[config.mk]
export PLATFORM = sky130hd
export DESIGN_NAME = convex_hull_gift_wrap_unit_flat
export DESIGN_NICKNAME = d
export VERILOG_FILES = /design/src/chgw_pkg.sv /design/src/chgw_if.sv /design/src/convex_hull_gift_wrap_unit.sv /design/src/chgw_ctrl.sv /design/src/chgw_dpath.sv /design/src/flat_wrapper.sv
export SDC_FILE = /design/constraint.sdc
export NUM_CORES = 2
export LEC_CHECK = 0
export ABC_AREA = 1
export BUFFER_PORTS_ARGS = -buffer_cell sky130_fd_sc_hd__buf_2
export CAP_MARGIN = 20
export CORE_ASPECT_RATIO = 0.5
export CORE_UTILIZATION = 35
export CTS_BUF_LIST = sky130_fd_sc_hd__clkbuf_16
export DETAILED_ROUTE_END_ITERATION = 6
export PLACE_DENSITY_LB_ADDON = 0.3
export SYNTH_ARGS = -nofsm -noshare
export SYNTH_HDL_FRONTEND = slang
export SYNTH_SLANG_ARGS = --single-unit
[constraint.sdc]
create_clock -name i_clk -period 18.1 [get_ports i_clk]
set_clock_uncertainty 0.15 [all_clocks]
set_input_delay 3.62 -clock i_clk [delete_from_list [all_inputs] [get_ports i_clk]]
set_output_delay 3.62 -clock i_clk [all_outputs]
set_load 0.01 [all_outputs]
[src/chgw_pkg.sv]
// Shared types and constants for the gift-wrap convex hull unit.
// Holds the controller/datapath command and status structs and default sizes.
// No dependencies; compile first.
package chgw_pkg;

    localparam int MAX_POINTS_DEF = 64;
    localparam int COORD_BITS_DEF = 16;

    typedef enum logic [1:0] {
        PT_SCAN = 2'd0,
        PT_A    = 2'd1,
        PT_B    = 2'd2
    } t_ptsel;

    typedef enum logic [1:0] {
        MUL_CA = 2'd0,
        MUL_CB = 2'd1,
        MUL_SX = 2'd2,
        MUL_SY = 2'd3
    } t_mul;

    typedef struct packed {
        logic   in_rdy;
        logic   pt_rd;
        t_ptsel pt_sel;
        logic   srch_cmp;
        logic   vtx_rec;
        logic   diff;
        logic   mul_en;
        t_mul   mul_sel;
        logic   decide;
        logic   wrap;
        logic   hl_rd;
        logic   hl_next;
        logic   lat_a;
        logic   lat_b;
        logic   lat_pa;
        logic   emit;
    } t_cmd;

    typedef struct packed {
        logic in_fire;
        logic in_last;
        logic scan_last;
        logic done;
        logic out_free;
        logic k_last;
    } t_status;

endpackage

[src/chgw_if.sv]
// Handshake interfaces for the point input channel and the hull vertex output channel.
// Depends on chgw_pkg for default widths.
interface chgw_point_if #(
    parameter int COORD_BITS = chgw_pkg::COORD_BITS_DEF
);
    logic                         valid;
    logic                         ready;
    logic signed [COORD_BITS-1:0] point_x;
    logic signed [COORD_BITS-1:0] point_y;
    logic                         last_point;

    modport source (output valid, point_x, point_y, last_point, input ready);
    modport sink (input valid, point_x, point_y, last_point, output ready);
endinterface

interface chgw_vertex_if #(
    parameter int COORD_BITS = chgw_pkg::COORD_BITS_DEF,
    parameter int IDX_BITS   = $clog2(chgw_pkg::MAX_POINTS_DEF)
);
    logic                         valid;
    logic                         ready;
    logic signed [COORD_BITS-1:0] vertex_x;
    logic signed [COORD_BITS-1:0] vertex_y;
    logic [IDX_BITS-1:0]          point_index;
    logic signed [COORD_BITS:0]   normal_x;
    logic signed [COORD_BITS:0]   normal_y;
    logic                         capped;
    logic                         last_vertex;

    modport source (output valid, vertex_x, vertex_y, point_index, normal_x, normal_y,
                    capped, last_vertex, input ready);
    modport sink (input valid, vertex_x, vertex_y, point_index, normal_x, normal_y,
                  capped, last_vertex, output ready);
endinterface

[src/convex_hull_gift_wrap_unit.sv]
// Top level of the gift-wrap convex hull unit: controller plus datapath.
// Depends on chgw_pkg, chgw_if, chgw_ctrl and chgw_dpath.
//
//   Port      Dir  Payload                                          Item
//   i_point   in   point_x, point_y, last_point                     one point
//   o_vertex  out  vertex_x, vertex_y, point_index, normal_x,       one hull vertex
//                  normal_y, capped, last_vertex
//
// A point without last_point is stored while the memory has room. The last point
// starts the hull: a scan of all points finds the start point, then each of the h
// hull vertices takes a further scan, in which one shared multiplier forms four
// products per scanned point. The vertices then leave one at a time when o_vertex
// is ready; i_point.ready stays low from the last point until the final vertex is
// loaded into the output register.
// Reset is synchronous and active low; the point memory needs no clearing.
module convex_hull_gift_wrap_unit #(
    parameter int MAX_POINTS = chgw_pkg::MAX_POINTS_DEF,
    parameter int COORD_BITS = chgw_pkg::COORD_BITS_DEF
) (
    input logic           i_clk,
    input logic           i_rst_n,
    chgw_point_if.sink    i_point,
    chgw_vertex_if.source o_vertex
);

    chgw_pkg::t_cmd    w_cmd;
    chgw_pkg::t_status w_status;

    chgw_ctrl u_ctrl (
        .i_clk    (i_clk),
        .i_rst_n  (i_rst_n),
        .i_status (w_status),
        .o_cmd    (w_cmd)
    );

    chgw_dpath #(
        .MAX_POINTS (MAX_POINTS),
        .COORD_BITS (COORD_BITS)
    ) u_dpath (
        .i_clk    (i_clk),
        .i_rst_n  (i_rst_n),
        .i_cmd    (w_cmd),
        .o_status (w_status),
        .i_point  (i_point),
        .o_vertex (o_vertex)
    );

endmodule

[src/chgw_ctrl.sv]
// Sequencing state machine of the gift-wrap convex hull unit.
// Depends on chgw_pkg for the command and status structs.
module chgw_ctrl (
    input  logic              i_clk,
    input  logic              i_rst_n,
    input  chgw_pkg::t_status i_status,
    output chgw_pkg::t_cmd    o_cmd
);

    typedef enum logic [16:0] {
        ST_LOAD = 17'h00001,
        ST_SRD  = 17'h00002,
        ST_SCMP = 17'h00004,
        ST_VTX  = 17'h00008,
        ST_RD   = 17'h00010,
        ST_DIFF = 17'h00020,
        ST_M0   = 17'h00040,
        ST_M1   = 17'h00080,
        ST_M2   = 17'h00100,
        ST_M3   = 17'h00200,
        ST_DEC  = 17'h00400,
        ST_NEXT = 17'h00800,
        ST_HA   = 17'h01000,
        ST_HB   = 17'h02000,
        ST_PA   = 17'h04000,
        ST_PB   = 17'h08000,
        ST_OUT  = 17'h10000
    } t_state;

    t_state r_state;
    t_state n_state;

    always_ff @(posedge i_clk) begin
        if (!i_rst_n) begin
            r_state <= ST_LOAD;
        end else begin
            r_state <= n_state;
        end
    end

    always_comb begin
        n_state        = r_state;
        o_cmd          = '0;
        o_cmd.pt_sel   = chgw_pkg::PT_SCAN;
        o_cmd.mul_sel  = chgw_pkg::MUL_CA;
        unique case (r_state)
            ST_LOAD: begin
                o_cmd.in_rdy = 1'b1;
                if (i_status.in_fire && i_status.in_last) begin
                    n_state = ST_SRD;
                end
            end
            ST_SRD: begin
                o_cmd.pt_rd = 1'b1;
                n_state     = ST_SCMP;
            end
            ST_SCMP: begin
                o_cmd.srch_cmp = 1'b1;
                n_state        = i_status.scan_last ? ST_VTX : ST_SRD;
            end
            ST_VTX: begin
                o_cmd.vtx_rec = 1'b1;
                n_state       = ST_RD;
            end
            ST_RD: begin
                o_cmd.pt_rd = 1'b1;
                n_state     = ST_DIFF;
            end
            ST_DIFF: begin
                o_cmd.diff = 1'b1;
                n_state    = ST_M0;
            end
            ST_M0: begin
                o_cmd.mul_en = 1'b1;
                n_state      = ST_M1;
            end
            ST_M1: begin
                o_cmd.mul_en  = 1'b1;
                o_cmd.mul_sel = chgw_pkg::MUL_CB;
                n_state       = ST_M2;
            end
            ST_M2: begin
                o_cmd.mul_en  = 1'b1;
                o_cmd.mul_sel = chgw_pkg::MUL_SX;
                n_state       = ST_M3;
            end
            ST_M3: begin
                o_cmd.mul_en  = 1'b1;
                o_cmd.mul_sel = chgw_pkg::MUL_SY;
                n_state       = ST_DEC;
            end
            ST_DEC: begin
                o_cmd.decide = 1'b1;
                n_state      = i_status.scan_last ? ST_NEXT : ST_RD;
            end
            ST_NEXT: begin
                o_cmd.wrap = 1'b1;
                n_state    = i_status.done ? ST_HA : ST_VTX;
            end
            ST_HA: begin
                o_cmd.hl_rd = 1'b1;
                n_state     = ST_HB;
            end
            ST_HB: begin
                o_cmd.hl_rd   = 1'b1;
                o_cmd.hl_next = 1'b1;
                o_cmd.lat_a   = 1'b1;
                n_state       = ST_PA;
            end
            ST_PA: begin
                o_cmd.lat_b  = 1'b1;
                o_cmd.pt_rd  = 1'b1;
                o_cmd.pt_sel = chgw_pkg::PT_A;
                n_state      = ST_PB;
            end
            ST_PB: begin
                o_cmd.lat_pa = 1'b1;
                o_cmd.pt_rd  = 1'b1;
                o_cmd.pt_sel = chgw_pkg::PT_B;
                n_state      = ST_OUT;
            end
            ST_OUT: begin
                o_cmd.emit = 1'b1;
                if (i_status.out_free) begin
                    n_state = i_status.k_last ? ST_LOAD : ST_HA;
                end
            end
            default: begin
                n_state = ST_LOAD;
            end
        endcase
    end

endmodule

[src/chgw_dpath.sv]
// Datapath of the gift-wrap convex hull unit: point and hull memories, shared
// multiplier, candidate selection and the output register.
// Depends on chgw_pkg and the chgw_point_if / chgw_vertex_if interfaces.
module chgw_dpath #(
    parameter int MAX_POINTS = chgw_pkg::MAX_POINTS_DEF,
    parameter int COORD_BITS = chgw_pkg::COORD_BITS_DEF
) (
    input  logic              i_clk,
    input  logic              i_rst_n,
    input  chgw_pkg::t_cmd    i_cmd,
    output chgw_pkg::t_status o_status,
    chgw_point_if.sink        i_point,
    chgw_vertex_if.source     o_vertex
);

    localparam int IDX_W = $clog2(MAX_POINTS);
    localparam int CNT_W = $clog2(MAX_POINTS + 1);
    localparam int DIF_W = COORD_BITS + 1;
    localparam int PRD_W = 2 * DIF_W;
    localparam int SQ_W  = 2 * COORD_BITS;
    localparam int LEN_W = SQ_W + 1;
    localparam int CRS_W = PRD_W + 1;
    localparam int PT_W  = 2 * COORD_BITS;

    logic [PT_W-1:0]  r_mem [MAX_POINTS];
    logic [PT_W-1:0]  r_rd;
    logic [IDX_W-1:0] r_hull [MAX_POINTS];
    logic [IDX_W-1:0] r_hrd;

    logic [CNT_W-1:0] r_count;
    logic [CNT_W-1:0] r_emit;
    logic [IDX_W-1:0] r_scan;
    logic [IDX_W-1:0] r_start;
    logic [IDX_W-1:0] r_cur;
    logic [IDX_W-1:0] r_cand;
    logic             r_cand_ok;
    logic [IDX_W-1:0] r_k;
    logic             r_ovalid;

    logic signed [COORD_BITS-1:0] r_sx, r_sy;
    logic signed [COORD_BITS-1:0] r_cx, r_cy;
    logic signed [COORD_BITS-1:0] r_kx, r_ky;
    logic signed [COORD_BITS-1:0] r_ax, r_ay;
    logic [LEN_W-1:0]             r_len;
    logic signed [DIF_W-1:0]      r_e1x, r_e1y, r_e2x, r_e2y;
    logic signed [PRD_W-1:0]      r_pa, r_pb;
    logic [SQ_W-1:0]              r_sqx, r_sqy;
    logic                         r_capped;
    logic [IDX_W-1:0]             r_a, r_b;

    logic signed [COORD_BITS-1:0] rd_x, rd_y;
    logic                         in_fire;
    logic                         full;
    logic                         scan_last;
    logic                         k_last;
    logic                         out_free;
    logic                         out_load;
    logic                         srch_take;
    logic                         take;
    logic [IDX_W-1:0]             scan_next;
    logic [IDX_W-1:0]             k_next;
    logic [IDX_W-1:0]             pt_addr;
    logic [IDX_W-1:0]             hl_addr;
    logic signed [DIF_W-1:0]      mul_a, mul_b;
    logic signed [PRD_W-1:0]      prod;
    logic signed [CRS_W-1:0]      crs;
    logic [LEN_W-1:0]             len;

    assign rd_x = r_rd[COORD_BITS-1:0];
    assign rd_y = r_rd[PT_W-1:COORD_BITS];

    assign i_point.ready = i_cmd.in_rdy;
    assign in_fire       = i_point.valid && i_cmd.in_rdy;
    assign full          = (r_count == CNT_W'(MAX_POINTS));
    assign scan_next     = r_scan + IDX_W'(1);
    assign k_next        = r_k + IDX_W'(1);
    assign scan_last     = ((CNT_W'(r_scan) + CNT_W'(1)) == r_count);
    assign k_last        = ((CNT_W'(r_k) + CNT_W'(1)) == r_emit);
    assign out_free      = !r_ovalid || o_vertex.ready;
    assign out_load      = i_cmd.emit && out_free;

    assign srch_take = (r_scan == '0) || (rd_x > r_sx) || ((rd_x == r_sx) && (rd_y < r_sy));

    assign crs  = {r_pa[PRD_W-1], r_pa} - {r_pb[PRD_W-1], r_pb};
    assign len  = LEN_W'(r_sqx) + LEN_W'(r_sqy);
    assign take = !r_cand_ok || (r_cand == r_cur) || crs[CRS_W-1]
                  || ((r_pa == r_pb) && (len > r_len));

    assign o_status.in_fire   = in_fire;
    assign o_status.in_last   = i_point.last_point;
    assign o_status.scan_last = scan_last;
    assign o_status.done      = (r_cand == r_start) || (r_emit == CNT_W'(MAX_POINTS));
    assign o_status.out_free  = out_free;
    assign o_status.k_last    = k_last;

    always_comb begin
        case (i_cmd.pt_sel)
            chgw_pkg::PT_A: pt_addr = r_a;
            chgw_pkg::PT_B: pt_addr = r_b;
            default:        pt_addr = r_scan;
        endcase
    end

    assign hl_addr = i_cmd.hl_next ? (k_last ? '0 : k_next) : r_k;

    always_comb begin
        case (i_cmd.mul_sel)
            chgw_pkg::MUL_CA: begin
                mul_a = r_e1x;
                mul_b = r_e2y;
            end
            chgw_pkg::MUL_CB: begin
                mul_a = r_e1y;
                mul_b = r_e2x;
            end
            chgw_pkg::MUL_SX: begin
                mul_a = r_e2x;
                mul_b = r_e2x;
            end
            default: begin
                mul_a = r_e2y;
                mul_b = r_e2y;
            end
        endcase
    end

    assign prod = mul_a * mul_b;

    always_ff @(posedge i_clk) begin
        if (in_fire && !full) begin
            r_mem[r_count[IDX_W-1:0]] <= {i_point.point_y, i_point.point_x};
        end
        if (i_cmd.pt_rd) begin
            r_rd <= r_mem[pt_addr];
        end
    end

    always_ff @(posedge i_clk) begin
        if (i_cmd.vtx_rec) begin
            r_hull[r_emit[IDX_W-1:0]] <= r_cur;
        end
        if (i_cmd.hl_rd) begin
            r_hrd <= r_hull[hl_addr];
        end
    end

    always_ff @(posedge i_clk) begin
        if (!i_rst_n) begin
            r_count   <= '0;
            r_emit    <= '0;
            r_scan    <= '0;
            r_start   <= '0;
            r_cur     <= '0;
            r_cand    <= '0;
            r_cand_ok <= 1'b0;
            r_k       <= '0;
            r_ovalid  <= 1'b0;
        end else begin
            if (in_fire) begin
                if (!full) begin
                    r_count <= r_count + CNT_W'(1);
                end
                if (i_point.last_point) begin
                    r_scan  <= '0;
                    r_start <= '0;
                end
            end
            if (i_cmd.srch_cmp) begin
                r_scan <= scan_next;
                if (srch_take) begin
                    r_start <= r_scan;
                end
                if (scan_last) begin
                    r_cur  <= srch_take ? r_scan : r_start;
                    r_emit <= '0;
                end
            end
            if (i_cmd.vtx_rec) begin
                r_emit    <= r_emit + CNT_W'(1);
                r_scan    <= '0;
                r_cand_ok <= 1'b0;
            end
            if (i_cmd.decide) begin
                r_scan <= scan_next;
                if (take) begin
                    r_cand    <= r_scan;
                    r_cand_ok <= 1'b1;
                end
            end
            if (i_cmd.wrap) begin
                r_cur <= r_cand;
                r_k   <= '0;
            end
            if (out_load) begin
                r_k <= k_next;
                if (k_last) begin
                    r_count <= '0;
                end
            end
            if (out_load) begin
                r_ovalid <= 1'b1;
            end else if (o_vertex.ready) begin
                r_ovalid <= 1'b0;
            end
        end
    end

    always_ff @(posedge i_clk) begin
        if (i_cmd.srch_cmp) begin
            if (srch_take) begin
                r_sx <= rd_x;
                r_sy <= rd_y;
            end
            if (scan_last) begin
                r_cx <= srch_take ? rd_x : r_sx;
                r_cy <= srch_take ? rd_y : r_sy;
            end
        end
        if (i_cmd.diff) begin
            r_e1x <= {r_kx[COORD_BITS-1], r_kx} - {r_cx[COORD_BITS-1], r_cx};
            r_e1y <= {r_ky[COORD_BITS-1], r_ky} - {r_cy[COORD_BITS-1], r_cy};
            r_e2x <= {rd_x[COORD_BITS-1], rd_x} - {r_cx[COORD_BITS-1], r_cx};
            r_e2y <= {rd_y[COORD_BITS-1], rd_y} - {r_cy[COORD_BITS-1], r_cy};
        end
        if (i_cmd.mul_en) begin
            case (i_cmd.mul_sel)
                chgw_pkg::MUL_CA: r_pa  <= prod;
                chgw_pkg::MUL_CB: r_pb  <= prod;
                chgw_pkg::MUL_SX: r_sqx <= prod[SQ_W-1:0];
                default:          r_sqy <= prod[SQ_W-1:0];
            endcase
        end
        if (i_cmd.decide && take) begin
            r_kx  <= rd_x;
            r_ky  <= rd_y;
            r_len <= len;
        end
        if (i_cmd.wrap) begin
            r_cx     <= r_kx;
            r_cy     <= r_ky;
            r_capped <= (r_cand != r_start);
        end
        if (i_cmd.lat_a) begin
            r_a <= r_hrd;
        end
        if (i_cmd.lat_b) begin
            r_b <= r_hrd;
        end
        if (i_cmd.lat_pa) begin
            r_ax <= rd_x;
            r_ay <= rd_y;
        end
        if (out_load) begin
            o_vertex.vertex_x    <= r_ax;
            o_vertex.vertex_y    <= r_ay;
            o_vertex.point_index <= r_a;
            o_vertex.normal_x    <= {rd_y[COORD_BITS-1], rd_y} - {r_ay[COORD_BITS-1], r_ay};
            o_vertex.normal_y    <= {r_ax[COORD_BITS-1], r_ax} - {rd_x[COORD_BITS-1], rd_x};
            o_vertex.capped      <= r_capped;
            o_vertex.last_vertex <= k_last;
        end
    end

    assign o_vertex.valid = r_ovalid;

endmodule
[src/flat_wrapper.sv]
// flat-port wrapper written by rule: the top's interface ports become plain ports
module convex_hull_gift_wrap_unit_flat 
#(
    parameter int MAX_POINTS = chgw_pkg::MAX_POINTS_DEF,
    parameter int COORD_BITS = chgw_pkg::COORD_BITS_DEF
)
  (i_clk, i_rst_n, i_point_valid, i_point_point_x, i_point_point_y, i_point_last_point, i_point_ready, o_vertex_valid, o_vertex_vertex_x, o_vertex_vertex_y, o_vertex_point_index, o_vertex_normal_x, o_vertex_normal_y, o_vertex_capped, o_vertex_last_vertex, o_vertex_ready);
  chgw_point_if #(.COORD_BITS(COORD_BITS)) i_point_i ();
  chgw_vertex_if #(.COORD_BITS(COORD_BITS)) o_vertex_i ();
  input logic i_clk;
  input logic i_rst_n;
  input wire logic [$bits(i_point_i.valid)-1:0] i_point_valid;
  input wire logic [$bits(i_point_i.point_x)-1:0] i_point_point_x;
  input wire logic [$bits(i_point_i.point_y)-1:0] i_point_point_y;
  input wire logic [$bits(i_point_i.last_point)-1:0] i_point_last_point;
  output wire logic [$bits(i_point_i.ready)-1:0] i_point_ready;
  output wire logic [$bits(o_vertex_i.valid)-1:0] o_vertex_valid;
  output wire logic [$bits(o_vertex_i.vertex_x)-1:0] o_vertex_vertex_x;
  output wire logic [$bits(o_vertex_i.vertex_y)-1:0] o_vertex_vertex_y;
  output wire logic [$bits(o_vertex_i.point_index)-1:0] o_vertex_point_index;
  output wire logic [$bits(o_vertex_i.normal_x)-1:0] o_vertex_normal_x;
  output wire logic [$bits(o_vertex_i.normal_y)-1:0] o_vertex_normal_y;
  output wire logic [$bits(o_vertex_i.capped)-1:0] o_vertex_capped;
  output wire logic [$bits(o_vertex_i.last_vertex)-1:0] o_vertex_last_vertex;
  input wire logic [$bits(o_vertex_i.ready)-1:0] o_vertex_ready;
  assign i_point_i.valid = i_point_valid;
  assign i_point_i.point_x = i_point_point_x;
  assign i_point_i.point_y = i_point_point_y;
  assign i_point_i.last_point = i_point_last_point;
  assign i_point_ready = i_point_i.ready;
  assign o_vertex_valid = o_vertex_i.valid;
  assign o_vertex_vertex_x = o_vertex_i.vertex_x;
  assign o_vertex_vertex_y = o_vertex_i.vertex_y;
  assign o_vertex_point_index = o_vertex_i.point_index;
  assign o_vertex_normal_x = o_vertex_i.normal_x;
  assign o_vertex_normal_y = o_vertex_i.normal_y;
  assign o_vertex_capped = o_vertex_i.capped;
  assign o_vertex_last_vertex = o_vertex_i.last_vertex;
  assign o_vertex_i.ready = o_vertex_ready;
  convex_hull_gift_wrap_unit #(.MAX_POINTS(MAX_POINTS), .COORD_BITS(COORD_BITS)) u_core (.i_clk(i_clk), .i_rst_n(i_rst_n), .i_point(i_point_i), .o_vertex(o_vertex_i));
endmodule
==> impl_metrics.ini <==
[placed_design]
dp_slack_ns = 8.71
portBuffers = 112
routabilityCongestion = 0.878
hpwl_um = 219000

[floorplanning]
io_pins = 113
die_h_um = 442
initial_core_util_pct = 35.2
die_w_um = 882
dieArea_um2 = 390000
placementRows = 161
core_area_um2 = 385000

[timing]
worstMarginPinSlew_ns = 1.13
setup_viol = 0
relSlewSlack_pct = 24.4
fin_ws_ns = 8.61
finalCritPeriodShare_pct = 52.4
fin_setup_tns_ns = 0
fmax_mhz = 105
maxSlewViolCount = 0
finalCriticalPeriod_ns = 9.49
grt_setup_unrepaired = false
final_hold_viol_count = 0

[critical_path]
rrSetupSlack_ns = 8.61
crit_arrival_ns = 9.92
critPathLaunch = u_core.u_ctrl.r_state[13]$_SDFFE_PN0P_
cp.required_ns = 18.53
reg2reg_from = u_core.u_ctrl.r_state[13]$_SDFFE_PN0P_
cpPeakStageDelay_ns = 0.58
setup.worst_path.end = u_core.u_dpath.r_sqx[28]$_DFFE_PP_
critPathSlowestCell = nor2_1
worstSetupPathType = reg -> reg
cp-start-kind = register
critPathMostFrequentCell = fa_1
r2r_end = u_core.u_dpath.r_sqx[28]$_DFFE_PP_
worst_setup_path_end_kind = register
cp_max_fo = 29
reg2reg_depth = 33

[routing]
routed_wl_um = 370000
drt-pass1-iter-count = 6
antenna_left = 0
vias_per_cell = 5.28
dr.first_iter.drc_count = 8447
wl_per_cell_um = 22.5
num_vias = 86600
drc = 0

[global_route]
grt.busiest_layer = met2
met2_usage_pct = 29.5
met3_usage_pct = 2.34
antenna_found_initial = 16
grt_max_degree = 181
grt_pass1_wl_um = 549000
grt-ovfl-total = 0
grt_pass1_vias = 83500
use_met1_pct = 26.1
grt_usage_pct = 18.4

[synth]
synth-edff-count = 2918
synth.distinct_cells = 59
syn-num-nets = 11700
yosys_warnings = 0
synthCells = 11100
ys.flop_type = edfxtp_1
async_flop_share_pct = 0
synth.cell_area_um2 = 136000
syn_area_per_cell_um2 = 12.3
seq_area_frac_synth_pct = 65.6
synth-seq-cells = 2981

[layout]
layout-drive-gt1-share_pct = 7.49
area_growth_syn_to_layout_pct = 11.9
nFillCells = 36200
fin_nets = 11700

[outcome]
status = completed

[cts]
clk_latency_ns = 0.89
htree_levels = 5
cts_hold_buf = 0
clk_path_buf_depth = 4
ctsResizeCount = 0
root_buffer = clkbuf_16
clock_sinks = 2981
cts_tree = yes
path_clk_slew_ns = 0.06
cts_buffers = 298
postCtsSetupBuffers = 0

[pwr]
combPwrFrac_pct = 12.8
power_switching_uw = 4150
p_leak_uw = 0.0537
p_clk_share_pct = 38.2
p_int_uw = 11500
p_sw_share_pct = 26.5
p_seq_share_pct = 49.0
ir_drop_v = 0.0000742
p_per_area_nw_per_um2 = 103

[worst_hold_path]
hp-class = reg -> reg

[job]
drv_cap = 0
-- how the worst min path moves through the flow --
stage | startpoint | to | slack [ns] | cells after the start
3_3_place_gp | u_core.u_dpath.r_capped$_DFFE_PP_ | u_core.u_dpath.o_vertex.capped$_DFFE_PP_ | 0.27 | 0
2_1_floorplan | u_core.u_dpath.r_capped$_DFFE_PP_ | u_core.u_dpath.o_vertex.capped$_DFFE_PP_ | 0.25 | 0
5_1_grt | u_core.u_dpath.r_ay[2]$_DFFE_PP_ | u_core.u_dpath.o_vertex.vertex_y[2]$_DFFE_PP_ | 0.30 | 0
6_report | u_core.u_dpath.r_capped$_DFFE_PP_ | u_core.u_dpath.o_vertex.capped$_DFFE_PP_ | 0.29 | 0
4_1_cts | u_core.u_dpath.r_capped$_DFFE_PP_ | u_core.u_dpath.o_vertex.capped$_DFFE_PP_ | 0.29 | 0
3_5_place_dp | u_core.u_dpath.r_capped$_DFFE_PP_ | u_core.u_dpath.o_vertex.capped$_DFFE_PP_ | 0.27 | 0
-- power groups by stage --
stage	clock (µW)	combinational (µW)	sequential, µW
after global routing	6330	2170	7690
after global placement	0	1970	7830
after detailed placement	0	1990	7830
after CTS	6090	1990	7690
final	5990	2010	7680
after floorplan	0	1180	7810
-- sequential cells by signal, summed over array words and instances, names as in the netlist, 17 cells and up --
register and count:
u_core.u_dpath.r_pb 34, u_core.u_dpath.o_vertex.normal_x 17, u_core.u_dpath.r_sqy 32, u_core.u_dpath.r_rd 32, u_core.u_dpath.r_sqx 32, u_core.u_dpath.r_hull 384
u_core.u_dpath.r_e1x 17, u_core.u_dpath.o_vertex.normal_y 17, u_core.u_dpath.r_mem 2048, u_core.u_dpath.r_e1y 17, u_core.u_dpath.r_pa 34, u_core.u_dpath.r_len 33
u_core.u_dpath.r_e2y 17, u_core.u_ctrl.r_state 17, u_core.u_dpath.r_e2x 17
-- critical path, delay by kind of cell (launching register included) --
kind	cells	cell delay, ns
AOI/OAI and AO/OA	8	1.78
xor gates and xnor gates	1	0.33
adders and majority gates	8	3.23
buffers and inverters	7	1.35
DFF	1	0.32
and+or+nand+nor	9	2.05
-- Yosys cell counts (256+ instances only) --
cell type / number / area, µm²
ha_1: 326 / 4080
o21bai_1: 263 / 1970
edfxtp_1: 2918 / 87600
o21ai_0: 649 / 3250
nand2_1: 1143 / 4290
o211ai_1: 266 / 2000
nor2_1: 1750 / 6570
o32ai_1: 256 / 2240
inv_1: 802 / 3010
fa_1: 303 / 6070
nand3_1: 736 / 3680
clkbuf_1: 413 / 1550
-- layout make-up --
| type | count | area (µm²) | share of cell area [%] |
|---|---|---|---|
| Antenna cell | 10 | 25.0 | 0.0165 |
| Clock buffer | 307 | 7680 | 5.06 |
| Clock inverter | 208 | 1510 | 0.995 |
| Inverter | 832 | 3150 | 2.08 |
| Multi-Input combinational cell | 6632 | 41600 | 27.4 |
| Sequential cell | 2981 | 88900 | 58.6 |
| Tap cell | 5134 | 6420 | 4.23 |
| Timing Repair Buffer | 315 | 2390 | 1.58 |
-- layer usage --
layer	vias to the layer above	share of wire (%)
li1	39800	-
met1	43600	44
met2	2688	46
met3	531	6.0
met4	4	3.1
met5	-	0.0065
-- cells by family (layout without fill, tap and decap cells) --
logic type,Yosys count,count (layout),share of synthesized area [%]
AOI/OAI and AO/OA,2056,2056,10.2
adders and majority gates,629,629,7.48
muxes,2,2,0.0148
and+or+nand+nor,3776,3776,11.4
other,0,10,0
xor gates and xnor gates,169,169,1.09
buffers and inverters,1449,1662,4.22
DFF,2981,2981,65.6
-- cells in the final DEF (no fill, tap or decap), types with 15 or more instances in the layout --
| cell | n |
|---|---|
| clkinv_1 | 73 |
| inv_1 | 857 |
| nand2_1 | 1141 |
| nand3_1 | 734 |
| inv_2 | 19 |
| nor2_1 | 1683 |
| clkinv_2 | 45 |
| buf_12 | 23 |
| xnor2_1 | 64 |
| xor2_1 | 105 |
| nand3b_1 | 27 |
| o311ai_0 | 218 |
| nand4_1 | 40 |
| o21ai_0 | 647 |
| bufinv_16 | 21 |
| buf_2 | 113 |
| nor3_1 | 37 |
| a221oi_1 | 18 |
| o32ai_1 | 256 |
| edfxtp_1 | 2918 |
| nor4_1 | 15 |
| dfxtp_1 | 57 |
| ha_1 | 326 |
| o211ai_1 | 266 |
| a21boi_0 | 15 |
| buf_4 | 178 |
| fa_1 | 303 |
| a31oi_1 | 17 |
| clkbuf_16 | 307 |
| o311ai_1 | 38 |
| o21bai_1 | 263 |
| a21oi_1 | 248 |
| nor2_4 | 68 |
-- per-stage QoR --
step                      area [µm²]  utilization, %  total power, µW  cells  hold slack [ns]
final                         152000            39.4            15700  16400            0.288
after global placement        142000            36.9             9800  15900            0.265
after detailed placement      142000            36.9             9820  15900            0.268
after CTS                     151000            39.3            15800  16400            0.292
after global routing          152000            39.4            16200  16400            0.302
after floorplan               136000               -             9000  11100            0.250
Note: power is estimated with default switching activity, not from simulation.
